`src/rtl/sgkc_pkg.sv`:
```
// ----------------------------------------------------------------------------
// sgkc_pkg
// Shared types, register codes and LFSR step functions for the stop-and-go
// keystream cipher core.
// ----------------------------------------------------------------------------
package sgkc_pkg;

    localparam int LFSR_W     = 32;
    localparam int BYTE_W     = 8;
    localparam int CFG_IDX_W  = 1;
    localparam int CFG_DATA_W = 32;

    localparam logic [CFG_IDX_W-1:0] REG_SEED_ONE = 1'd0;
    localparam logic [CFG_IDX_W-1:0] REG_SEED_TWO = 1'd1;

    localparam logic [LFSR_W-1:0] SEED_RESET = 32'h0000_0001;

    typedef logic [LFSR_W-1:0]     lfsr_t;
    typedef logic [BYTE_W-1:0]     byte_t;
    typedef logic [CFG_IDX_W-1:0]  cfg_idx_t;
    typedef logic [CFG_DATA_W-1:0] cfg_data_t;

    typedef struct packed {
        lfsr_t one;
        lfsr_t two;
    } lfsr_pair_t;

    typedef struct packed {
        logic advance;
        logic restart;
    } keygen_ctrl_t;

    // right shift, feedback from taps 31, 30, 29, 27, 25 and 0 enters at bit 31
    function automatic lfsr_t lfsr_shift(input lfsr_t x);
        logic fb;
        begin
            fb = x[31] ^ x[30] ^ x[29] ^ x[27] ^ x[25] ^ x[0];
            return {fb, x[LFSR_W-1:1]};
        end
    endfunction

    function automatic logic lfsr_hold(input lfsr_t x);
        return (x[LFSR_W-1] == 1'b0) && (x[LFSR_W-2] == 1'b1);
    endfunction

    // one clock-control step: next state of both registers
    function automatic lfsr_pair_t step_state(input lfsr_pair_t s);
        lfsr_pair_t n;
        begin
            n = s;
            if (lfsr_hold(s.one))
            begin
                n.one = lfsr_shift(s.one);
            end
            else if (lfsr_hold(s.two))
            begin
                n.two = lfsr_shift(s.two);
            end
            else
            begin
                n.one = lfsr_shift(s.one);
                n.two = lfsr_shift(s.two);
            end
            return n;
        end
    endfunction

    // keystream bit of the step from s to n
    function automatic logic step_bit(input lfsr_pair_t s, input lfsr_pair_t n);
        logic b;
        begin
            if (lfsr_hold(s.one))
            begin
                b = n.one[0];
            end
            else if (lfsr_hold(s.two))
            begin
                b = n.two[0];
            end
            else
            begin
                b = n.one[0] ^ n.two[0];
            end
            return b;
        end
    endfunction

endpackage

```
`src/rtl/sgkc_in_if.sv`:
```
// ----------------------------------------------------------------------------
// sgkc_in_if
// Input channel: one data byte and a restart flag per word.
// ----------------------------------------------------------------------------
interface sgkc_in_if;

    logic                valid;
    logic                ready;
    sgkc_pkg::byte_t     data_byte;
    logic                restart;

    modport source (output valid, output data_byte, output restart, input ready);
    modport sink   (input valid, input data_byte, input restart, output ready);

endinterface

```
`src/rtl/sgkc_out_if.sv`:
```
// ----------------------------------------------------------------------------
// sgkc_out_if
// Result channel: ciphered byte and keystream byte per word.
// ----------------------------------------------------------------------------
interface sgkc_out_if;

    logic                valid;
    logic                ready;
    sgkc_pkg::byte_t     out_byte;
    sgkc_pkg::byte_t     stream_byte;

    modport source (output valid, output out_byte, output stream_byte, input ready);
    modport sink   (input valid, input out_byte, input stream_byte, output ready);

endinterface

```
`src/rtl/sgkc_cfg.sv`:
```
// ----------------------------------------------------------------------------
// sgkc_cfg
// Seed register file written through the plain configuration port.
// ----------------------------------------------------------------------------
module sgkc_cfg (
    input  logic                clk,
    input  logic                rst_n,
    input  logic                cfg_we,
    input  sgkc_pkg::cfg_idx_t  cfg_index,
    input  sgkc_pkg::cfg_data_t cfg_wdata,
    output sgkc_pkg::lfsr_t     seed_one,
    output sgkc_pkg::lfsr_t     seed_two
);
    import sgkc_pkg::*;

    lfsr_t seed_one_reg;
    lfsr_t seed_one_next;
    lfsr_t seed_two_reg;
    lfsr_t seed_two_next;

    always_comb
    begin
        seed_one_next = seed_one_reg;
        seed_two_next = seed_two_reg;
        if (cfg_we)
        begin
            case (cfg_index)
                REG_SEED_ONE: seed_one_next = cfg_wdata[LFSR_W-1:0];
                REG_SEED_TWO: seed_two_next = cfg_wdata[LFSR_W-1:0];
                default:
                begin
                    seed_one_next = seed_one_reg;
                    seed_two_next = seed_two_reg;
                end
            endcase
        end
    end

    always_ff @(posedge clk or negedge rst_n)
    begin
        if (!rst_n)
        begin
            seed_one_reg <= SEED_RESET;
            seed_two_reg <= SEED_RESET;
        end
        else
        begin
            seed_one_reg <= seed_one_next;
            seed_two_reg <= seed_two_next;
        end
    end

    assign seed_one = seed_one_reg;
    assign seed_two = seed_two_reg;

endmodule

```
`src/rtl/sgkc_keygen.sv`:
```
// ----------------------------------------------------------------------------
// sgkc_keygen
// Two LFSRs, each clock-controlled; eight control steps per byte, unrolled.
// ----------------------------------------------------------------------------
module sgkc_keygen (
    input  logic                   clk,
    input  logic                   rst_n,
    input  sgkc_pkg::keygen_ctrl_t ctrl,
    input  sgkc_pkg::lfsr_t        seed_one,
    input  sgkc_pkg::lfsr_t        seed_two,
    output sgkc_pkg::byte_t        stream_byte
);
    import sgkc_pkg::*;

    lfsr_t      lfsr_one_reg;
    lfsr_t      lfsr_one_next;
    lfsr_t      lfsr_two_reg;
    lfsr_t      lfsr_two_next;
    lfsr_pair_t chain [BYTE_W+1];
    byte_t      ks;

    always_comb
    begin
        // reload from seeds before the byte on restart
        chain[0].one = ctrl.restart ? seed_one : lfsr_one_reg;
        chain[0].two = ctrl.restart ? seed_two : lfsr_two_reg;
        for (int j = 0; j < BYTE_W; j++)
        begin
            chain[j+1] = step_state(chain[j]);
            ks[j]      = step_bit(chain[j], chain[j+1]);
        end
        lfsr_one_next = ctrl.advance ? chain[BYTE_W].one : lfsr_one_reg;
        lfsr_two_next = ctrl.advance ? chain[BYTE_W].two : lfsr_two_reg;
    end

    always_ff @(posedge clk or negedge rst_n)
    begin
        if (!rst_n)
        begin
            lfsr_one_reg <= SEED_RESET;
            lfsr_two_reg <= SEED_RESET;
        end
        else
        begin
            lfsr_one_reg <= lfsr_one_next;
            lfsr_two_reg <= lfsr_two_next;
        end
    end

    assign stream_byte = ks;

    a_hold_when_idle: assert property (@(posedge clk) disable iff (!rst_n)
        !ctrl.advance |=> $stable(lfsr_one_reg) && $stable(lfsr_two_reg))
        else $error("LFSR state moved without an advance");

    a_one_nonzero: assert property (@(posedge clk) disable iff (!rst_n)
        ctrl.advance && !ctrl.restart && (lfsr_one_reg != '0) |=> (lfsr_one_reg != '0))
        else $error("first LFSR collapsed to zero");

    a_two_nonzero: assert property (@(posedge clk) disable iff (!rst_n)
        ctrl.advance && !ctrl.restart && (lfsr_two_reg != '0) |=> (lfsr_two_reg != '0))
        else $error("second LFSR collapsed to zero");

endmodule

```
`src/rtl/stop_and_go_keystream_cipher_core.sv`:
```
// ----------------------------------------------------------------------------
// stop_and_go_keystream_cipher_core
// Byte stream cipher: each word is XORed with one keystream byte taken from
// a pair of clock-controlled LFSRs.
//
//   Channel   | Role  | Word fields              | Handshake
//   ----------+-------+--------------------------+-------------------
//   feed      | sink  | data_byte[7:0], restart  | valid / ready
//   result    | src   | out_byte[7:0], stream_byte[7:0] | valid / ready
//   cfg       | write | cfg_index, cfg_wdata[31:0] | cfg_we, no stall
//
// One word per cycle sustained while result is ready; after feed accept a word
// passes the input register, then the result register, before result is valid.
// The eight LFSR steps of a byte run combinationally between the two registers.
// Reset loads both seeds and both LFSRs with 1; no clearing pass.
// A stalled result holds the input register; feed stays ready while it has room.
// ----------------------------------------------------------------------------
module stop_and_go_keystream_cipher_core (
    input  logic                clk,
    input  logic                rst_n,
    sgkc_in_if.sink             feed,
    sgkc_out_if.source          result,
    input  logic                cfg_we,
    input  sgkc_pkg::cfg_idx_t  cfg_index,
    input  sgkc_pkg::cfg_data_t cfg_wdata
);
    import sgkc_pkg::*;

    logic         feed_valid_reg;
    logic         feed_valid_next;
    byte_t        data_reg;
    byte_t        data_next;
    logic         restart_reg;
    logic         restart_next;
    logic         result_valid_reg;
    logic         result_valid_next;
    byte_t        out_byte_reg;
    byte_t        out_byte_next;
    byte_t        stream_reg;
    byte_t        stream_next;
    logic         accept;
    logic         advance;
    keygen_ctrl_t ctrl;
    lfsr_t        seed_one;
    lfsr_t        seed_two;
    byte_t        ks;

    sgkc_cfg u_cfg (
        .clk       (clk),
        .rst_n     (rst_n),
        .cfg_we    (cfg_we),
        .cfg_index (cfg_index),
        .cfg_wdata (cfg_wdata),
        .seed_one  (seed_one),
        .seed_two  (seed_two)
    );

    sgkc_keygen u_keygen (
        .clk         (clk),
        .rst_n       (rst_n),
        .ctrl        (ctrl),
        .seed_one    (seed_one),
        .seed_two    (seed_two),
        .stream_byte (ks)
    );

    assign advance    = feed_valid_reg && (!result_valid_reg || result.ready);
    assign feed.ready = !feed_valid_reg || advance;
    assign accept     = feed.valid && feed.ready;

    assign ctrl.advance = advance;
    assign ctrl.restart = restart_reg;

    always_comb
    begin
        feed_valid_next   = accept ? 1'b1 : (advance ? 1'b0 : feed_valid_reg);
        data_next         = accept ? feed.data_byte : data_reg;
        restart_next      = accept ? feed.restart : restart_reg;
        result_valid_next = advance ? 1'b1 : (result.ready ? 1'b0 : result_valid_reg);
        out_byte_next     = advance ? (data_reg ^ ks) : out_byte_reg;
        stream_next       = advance ? ks : stream_reg;
    end

    always_ff @(posedge clk or negedge rst_n)
    begin
        if (!rst_n)
        begin
            feed_valid_reg   <= 1'b0;
            result_valid_reg <= 1'b0;
        end
        else
        begin
            feed_valid_reg   <= feed_valid_next;
            result_valid_reg <= result_valid_next;
        end
    end

    always_ff @(posedge clk)
    begin
        data_reg     <= data_next;
        restart_reg  <= restart_next;
        out_byte_reg <= out_byte_next;
        stream_reg   <= stream_next;
    end

    assign result.valid       = result_valid_reg;
    assign result.out_byte    = out_byte_reg;
    assign result.stream_byte = stream_reg;

    a_full_blocks_feed: assert property (@(posedge clk) disable iff (!rst_n)
        feed_valid_reg && !advance |-> !feed.ready)
        else $error("feed taken while input register is full and stalled");

    a_result_from_advance: assert property (@(posedge clk) disable iff (!rst_n)
        $rose(result_valid_reg) |-> $past(advance))
        else $error("result appeared without an advance");

    a_cipher_relation: assert property (@(posedge clk) disable iff (!rst_n)
        advance |=> (result.out_byte ^ result.stream_byte) == $past(data_reg))
        else $error("result word does not match its input byte");

endmodule
```
`src/flat_wrapper.sv`:
```
// flat-port wrapper written by rule: the top's interface ports become plain ports
module stop_and_go_keystream_cipher_core_flat import sgkc_pkg::*;
  (clk, rst_n, cfg_we, cfg_index, cfg_wdata, feed_valid, feed_data_byte, feed_restart, feed_ready, result_valid, result_out_byte, result_stream_byte, result_ready);
  sgkc_in_if feed_i ();
  sgkc_out_if result_i ();
  input  logic clk;
  input  logic rst_n;
  input  logic cfg_we;
  input  sgkc_pkg::cfg_idx_t cfg_index;
  input  sgkc_pkg::cfg_data_t cfg_wdata;
  input wire logic [$bits(feed_i.valid)-1:0] feed_valid;
  input wire logic [$bits(feed_i.data_byte)-1:0] feed_data_byte;
  input wire logic [$bits(feed_i.restart)-1:0] feed_restart;
  output wire logic [$bits(feed_i.ready)-1:0] feed_ready;
  output wire logic [$bits(result_i.valid)-1:0] result_valid;
  output wire logic [$bits(result_i.out_byte)-1:0] result_out_byte;
  output wire logic [$bits(result_i.stream_byte)-1:0] result_stream_byte;
  input wire logic [$bits(result_i.ready)-1:0] result_ready;
  assign feed_i.valid = feed_valid;
  assign feed_i.data_byte = feed_data_byte;
  assign feed_i.restart = feed_restart;
  assign feed_ready = feed_i.ready;
  assign result_valid = result_i.valid;
  assign result_out_byte = result_i.out_byte;
  assign result_stream_byte = result_i.stream_byte;
  assign result_i.ready = result_ready;
  stop_and_go_keystream_cipher_core u_core (.clk(clk), .rst_n(rst_n), .feed(feed_i), .result(result_i), .cfg_we(cfg_we), .cfg_index(cfg_index), .cfg_wdata(cfg_wdata));
endmodule
```
`config.mk`:
```
export PLATFORM = sky130hd
export DESIGN_NAME = stop_and_go_keystream_cipher_core_flat
export DESIGN_NICKNAME = d
export VERILOG_FILES = /design/src/rtl/sgkc_pkg.sv /design/src/rtl/sgkc_in_if.sv /design/src/rtl/sgkc_out_if.sv /design/src/rtl/sgkc_cfg.sv /design/src/rtl/sgkc_keygen.sv /design/src/rtl/stop_and_go_keystream_cipher_core.sv /design/src/flat_wrapper.sv
export SDC_FILE = /design/constraint.sdc
export NUM_CORES = 1
export LEC_CHECK = 0
export ABC_AREA = 1
export BUFFER_PORTS_ARGS = -buffer_cell sky130_fd_sc_hd__buf_2
export CAP_MARGIN = 10
export CORE_ASPECT_RATIO = 2
export CORE_MARGIN = 3
export CORE_UTILIZATION = 53
export CTS_CLUSTER_SIZE = 10
export DETAILED_ROUTE_END_ITERATION = 12
export HOLD_SLACK_MARGIN = 0.12
export PLACE_DENSITY_LB_ADDON = 0.1
export RECOVER_POWER = 25
export SKIP_CTS_REPAIR_TIMING = 1
export SYNTH_ARGS = -nofsm -noshare
export SYNTH_HDL_FRONTEND = slang
export SYNTH_SLANG_ARGS = --single-unit
```
`constraint.sdc`:
```
create_clock -name clk -period 12.85 [get_ports clk]
set_clock_uncertainty 0.05 [all_clocks]
set_input_delay 0.6425 -clock clk [delete_from_list [all_inputs] [get_ports clk]]
set_output_delay 0.6425 -clock clk [all_outputs]
set_load 0.02 [all_outputs]
```
# Word-level counts from Yosys, hierarchy flattened
# Cells that the tools add are included.
[totals]
register_bits = 155
out_inout_bits = 18
[op_classes]
muxes = 46
n_bitwise = 106
n_reduce_logical = 26
[op_table]
columns = ["cell", "count"]
rows = [
  ["32-bit two-way mux", 26],
  ["1-bit bitwise XOR", 88],
  ["1-bit two-way mux", 20],
  ["1-bit logical AND", 18],
  ["1-bit NOT", 17],
  ["8-bit bitwise XOR", 1],
  ["2-bit AND reduction", 2],
  ["2-bit nonzero test", 2],
  ["1-bit zero test", 2],
  ["1-bit logical OR", 2],
]

# Logic depth before layout (Yosys ltp)
[logic_depth]
word_depth = 61
mapped_depth = 86

# Hierarchy
# Synthesis repeated with hierarchy kept, for this count alone.
[unflattened]
hier_cells = 2290
area_unflattened_um2 = 14936.8
[modules_own_cells]
columns = ["module", "n_inst", "cells_per_inst", "area_each_um2", "seq_area_each_um2"]
rows = [
  ["sgkc_keygen", 1, 1966, 11403.4, 1604.0],
  ["sgkc_cfg", 1, 279, 2617.5, 1604.0],
  ["stop_and_go_keystream_cipher_core", 1, 45, 915.9, 800.8],
]

# Least setup slack after synthesis
# Ideal clock, no wire load.
[synth_path]
kind = "register to register"
start = "register u_core.restart_reg"
end = "register u_core.u_keygen.lfsr_one_reg[25]"
setup_time_ps = 161
arrival_ps = 10957
t_required_ps = 12639
slack_ps = 1682
path_stages_with_launch = 75
cell_sequence = "edfxtp_1 -> buf_6 -> inv_8 -> buf_6 -> nand2_1 -> nand2_1 -> ha_1 -> buf_6 -> inv_4 -> nand2_2 -> buf_2 -> buf_2 -> nand3_1 -> nand2_1 -> ha_1 -> buf_4 -> inv_1 -> nand2_1 -> [39 not listed] -> nand2_1 -> nand2_1 -> ha_1 -> clkbuf_1 -> nor2_1 -> inv_1 -> clkbuf_1 -> buf_1 -> nand3_1 -> nand2_1 -> ha_1 -> clkbuf_1 -> clkinv_1 -> nand2_1 -> clkbuf_1 -> nand3_1 -> o211ai_1 -> o21ai_0"
[synth_between]
elab_chain_len = 53
[synth_rtl]
columns = ["element", "line", "source"]
rows = [
  ["start, declared", "stop_and_go_keystream_cipher_core.sv:33", "logic restart_reg;"],
  ["start signal, assigned", "stop_and_go_keystream_cipher_core.sv:101", "restart_reg <= restart_next;"],
  ["32-bit two-way mux", "sgkc_keygen.sv:25", "chain[0].one = ctrl.restart ? seed_one : lfsr_one_reg;"],
  ["1-bit bitwise XOR (5 in a row)", "sgkc_pkg.sv:37", "fb = x[31] ^ x[30] ^ x[29] ^ x[27] ^ x[25] ^ x[0];"],
  ["32-bit two-way mux", "sgkc_pkg.sv:55", "else if (lfsr_hold(s.two))"],
  ["32-bit two-way mux", "sgkc_pkg.sv:51", "if (lfsr_hold(s.one))"],
  ["1-bit bitwise XOR (5 in a row)", "sgkc_pkg.sv:37", ""],
  ["32-bit two-way mux", "sgkc_pkg.sv:55", ""],
  ["32-bit two-way mux", "sgkc_pkg.sv:51", ""],
  ["1-bit bitwise XOR (5 in a row)", "sgkc_pkg.sv:37", ""],
  ["[21 not listed]", "--", ""],
  ["32-bit two-way mux", "sgkc_pkg.sv:55", ""],
  ["32-bit two-way mux", "sgkc_pkg.sv:51", ""],
  ["1-bit bitwise XOR (5 in a row)", "sgkc_pkg.sv:37", ""],
  ["32-bit two-way mux", "sgkc_pkg.sv:55", ""],
  ["32-bit two-way mux", "sgkc_pkg.sv:51", ""],
  ["1-bit NOT", "sgkc_pkg.sv:43", "return (x[LFSR_W-1] == 1'b0) && (x[LFSR_W-2] == 1'b1);"],
  ["1-bit logical AND", "sgkc_pkg.sv:43", ""],
  ["32-bit two-way mux (*)", "sgkc_pkg.sv:51", ""],
  ["end signal, assigned", "sgkc_keygen.sv:45", "lfsr_one_reg <= lfsr_one_next;"],
  ["end, declared", "sgkc_keygen.sv:15", "lfsr_t lfsr_one_reg;"],
]
# Mark *: on every way between the ends. The rest lies on a longest branch, timed or not.
# A chain may end at the register's enable or synchronous reset.

# Final worst setup path
[layout_path]
start = "register u_core.restart_reg"
end = "register u_core.u_keygen.lfsr_one_reg[7]"
# Same word-level chain as after synthesis.

==> summary by stage <==
Run status
The run finished, with violations left. The checks that failed: max-capacitance violations, max-slew violations.

GRT
The number of global-route vias before repair is 14760. The number of antenna violations at the first check in global routing is 1. The final global-route overflow total is 0. For this run, the total global-route usage over all layers was measured as between 30% and 40%. Entering global routing, the biggest net connects 77 pins. The first global-routing pass estimated 75490 microns of wire.

Worst hold path
The worst hold path startpoint is feed_data_byte[4]. The class of the tightest hold or removal check is in2reg. The sink of the worst hold path is u_core.data_reg[4].

Along the worst hold path, the cell count comes to 1.

Synthesis
The most used flip-flop cell after synthesis is sky130_fd_sc_hd__dfrtp_1. Synthesis produced a netlist with a net count of approximately 2400. In the synthesized netlist, the number of instances is 2294. Yosys mapped a number of flops with a built-in enable equal to 25. The synthesized area is 14460 sq um. The post-synthesis average cell area is 6.305 sq um. After synthesis the netlist holds a flip-flop and latch count of 155. The count of cell types in the netlist is 42. Yosys printed 0 warnings. After synthesis, flip-flops and latches occupy 27.72% of the total area. The fraction of registers with async set or reset after synthesis is between 80% and 90%.

Timing
The worst hold slack is 330.4 ps. For the pin with the worst max-slew slack, the measured transition is 3472 ps. Headroom to the max-slew limit came out at -131.5%.

The ratio of final minimum period to clock period is 92.58%. The final number of setup-violating endpoints is 0. Setup repair after global routing left no endpoint under its margin. The maximum frequency from static timing analysis is 84.06 MHz. The final-report max-slew violation count is about 130. The number of hold violations in the final report came to 0.

The final critical path time including I/O delays and setup is 11900 ps.

Clock network
CTS built an H-tree with a depth of 4. The clock-pin slew on the worst setup and hold paths is 70 ps. Clock tree synthesis inserted a total of 17 buffers. The tree is rooted in a sky130_fd_sc_hd__clkbuf_16. The maximum root-to-sink buffer count is 2. Clock tree synthesis found a total of 155 sinks. The clock insertion delay at the later pin of the skew report is 440 ps.

The CTS tree is yes.

Detailed routing
The count of nets left with antenna violations once routing finished came out at 0. Dividing the detail-routed via count by the number of cells gives 5.798. The number of detailed-route iterations in the first pass is 6. The number of vias in the routed layout is 15270.

After detailed routing, the number of remaining DRC violations is 0. The per-cell routed wire length is 17.83 microns. The detailed-route wire length is 46960 microns.

The DRC marker count from the first detailed-route iteration is 1211.

Placement
The final RePlAce weighted congestion is slightly above 1. The HPWL after detailed placement is 36240 microns. The count of buffers inserted at the top-level ports is 64.

Die
The die height is 239.6 microns. The placement row count is between 80 and 90. Pin placement for this block handled 65 I/O pins.

The die covers 29430 sq um. The initial core utilization is approximately 54%. The placeable core area is 26590 sq um.

From left edge to right edge, the die measures 122.8 microns.

Setup path
The worst setup path is captured at a flip-flop. The cell family with the largest share of critical-path delay is buffers and inverters. In this run the critical register-to-register path is captured at u_core.u_keygen.lfsr_one_reg[7]. The most numerous cell on the critical path is sky130_fd_sc_hd__nand2_1. The worst reg2reg path startpoint is u_core.restart_reg. STA classifies the critical path startpoint as a flip-flop. The reg2reg setup slack is 950 ps. Data arrives at the worst endpoint at 12170 ps. Measured in cells, the most critical reg-to-reg path has a length of 67.

The slowest library cell on the worst path is sky130_fd_sc_hd__edfxtp_1. Together, buffers and inverters on the worst path number 33. The data required time of the worst path is 13130 ps.

On the worst path, the slowest cell contributes a delay of 470 ps. The critical-path maximum fanout is 54. The critical path is of the reg2reg type.

Cells and area
The area of combinational cells with multiple inputs is just over 9000 sq um. The sequential standard cell area is between 4000 and 5000 sq um. The top cell types in the final layout, fill and taps aside, are sky130_fd_sc_hd__nand2_1 (895), sky130_fd_sc_hd__nand3_1 (333), sky130_fd_sc_hd__o21ai_0 (180). Of the cells placed in the final design, the portion with a size suffix greater than 1 is 8.253%. The area growth from synthesis to layout is 6.272%. 0 antenna diodes ended up in the layout. The final net count is 2340.

The filler cells instantiated in the layout total between 2000 and 3000. The library cell used most frequently in the layout, excluding fill and tap cells, is sky130_fd_sc_hd__nand2_1.

Job
The tool flagged a number of max-cap violations equal to 2.
-- worst max path at each step --
stage | start | endpoint | depth (start not counted)
floorplan | u_core.restart_reg | u_core.u_keygen.lfsr_one_reg[25] | 74
global placement | u_core.restart_reg | u_core.u_keygen.lfsr_one_reg[24] | 67
detailed placement | u_core.restart_reg | u_core.u_keygen.lfsr_one_reg[24] | 67
CTS | u_core.restart_reg | u_core.u_keygen.lfsr_one_reg[24] | 67
global route | u_core.restart_reg | u_core.u_keygen.lfsr_one_reg[11] | 66
finish | u_core.restart_reg | u_core.u_keygen.lfsr_one_reg[7] | 67
-- area by class of cell --
class / instances / area share (%)
clock buffer: 19 / 2.817
inverter: 155 / 3.908
multi-input combinational: 1845 / 59.44
timing repair buffer: 102 / 4.201
tap: 344 / 2.800
sequential: 155 / 26.08
clock inverter: 13 / 0.7082
timing repair inverter: 1 / 0.04884
-- synthesized netlist by cell type, types with 5 or more instances --
library cell	number	share of area (%)
sky130_fd_sc_hd__nand2_1	899	23
sky130_fd_sc_hd__a21oi_1	37	1.3
sky130_fd_sc_hd__inv_1	144	3.7
sky130_fd_sc_hd__a31oi_1	19	0.82
sky130_fd_sc_hd__ha_1	16	1.4
sky130_fd_sc_hd__mux2i_1	105	7.3
sky130_fd_sc_hd__buf_6	15	1.2
sky130_fd_sc_hd__clkbuf_1	51	1.3
sky130_fd_sc_hd__nand2_2	13	0.56
sky130_fd_sc_hd__or2_2	8	0.35
sky130_fd_sc_hd__o21ai_1	92	3.2
sky130_fd_sc_hd__clkinv_1	6	0.16
sky130_fd_sc_hd__buf_4	6	0.31
sky130_fd_sc_hd__edfxtp_1	25	5.2
sky130_fd_sc_hd__buf_1	15	0.39
sky130_fd_sc_hd__buf_2	50	1.7
sky130_fd_sc_hd__a22o_1	24	1.5
sky130_fd_sc_hd__nor2_1	25	0.65
sky130_fd_sc_hd__o21ai_0	180	6.2
sky130_fd_sc_hd__o21ai_2	5	0.30
sky130_fd_sc_hd__nand3_1	333	12
sky130_fd_sc_hd__xor2_1	14	0.85
sky130_fd_sc_hd__dfrtp_1	126	22
sky130_fd_sc_hd__or2_1	38	1.6
sky130_fd_sc_hd__nand3_2	13	0.90
-- metal layers --
metal / GRT usage [%] / vias up / share of wire [%]
li1: - / 7527 / -
met1: 37.62 / 7177 / 38
met2: 57.76 / 421 / 52
met3: 3.615 / 144 / 3.6
met4: 18.08 / 2 / 5.7
met5: 0 / - / 0.023
-- worst reg2reg max path: cells and delay by family (launching register included) --
| family | cells | cell delay, ps |
|---|---|---|
| and+or+nand+nor | 24 | 3010 |
| DFF | 1 | 470 |
| adders and majority gates | 8 | 1540 |
| buffers and inverters | 33 | 6450 |
| AOI/OAI and AO/OA | 2 | 280 |
-- cells by family after synthesis --
family | synth area share, %
xor+xnor | 1.081
compound gates | 13.58
fa+ha+maj | 1.384
buf+inv | 9.257
mux | 7.267
flops | 27.72
simple gates | 39.71
-- stage by stage --
stage / setup slack (ps) / util [%] / instances / cell area (sq um) / setup TNS, ps
floorplan: 1682 / - / 2294 / 14460 / 0
global placement: -276.1 / 55.43 / 2597 / 14740 / -6004
detailed placement: -556.1 / 55.43 / 2597 / 14740 / -14280
CTS: -595.8 / 57.47 / 2629 / 15280 / -15200
global route: 6.819 / 57.80 / 2634 / 15370 / 0
finish: 953.2 / 57.80 / 2634 / 15370 / 0
Power is not shown: default switching activity piles up to over one toggle a cycle in this logic, so the estimate is an artifact.
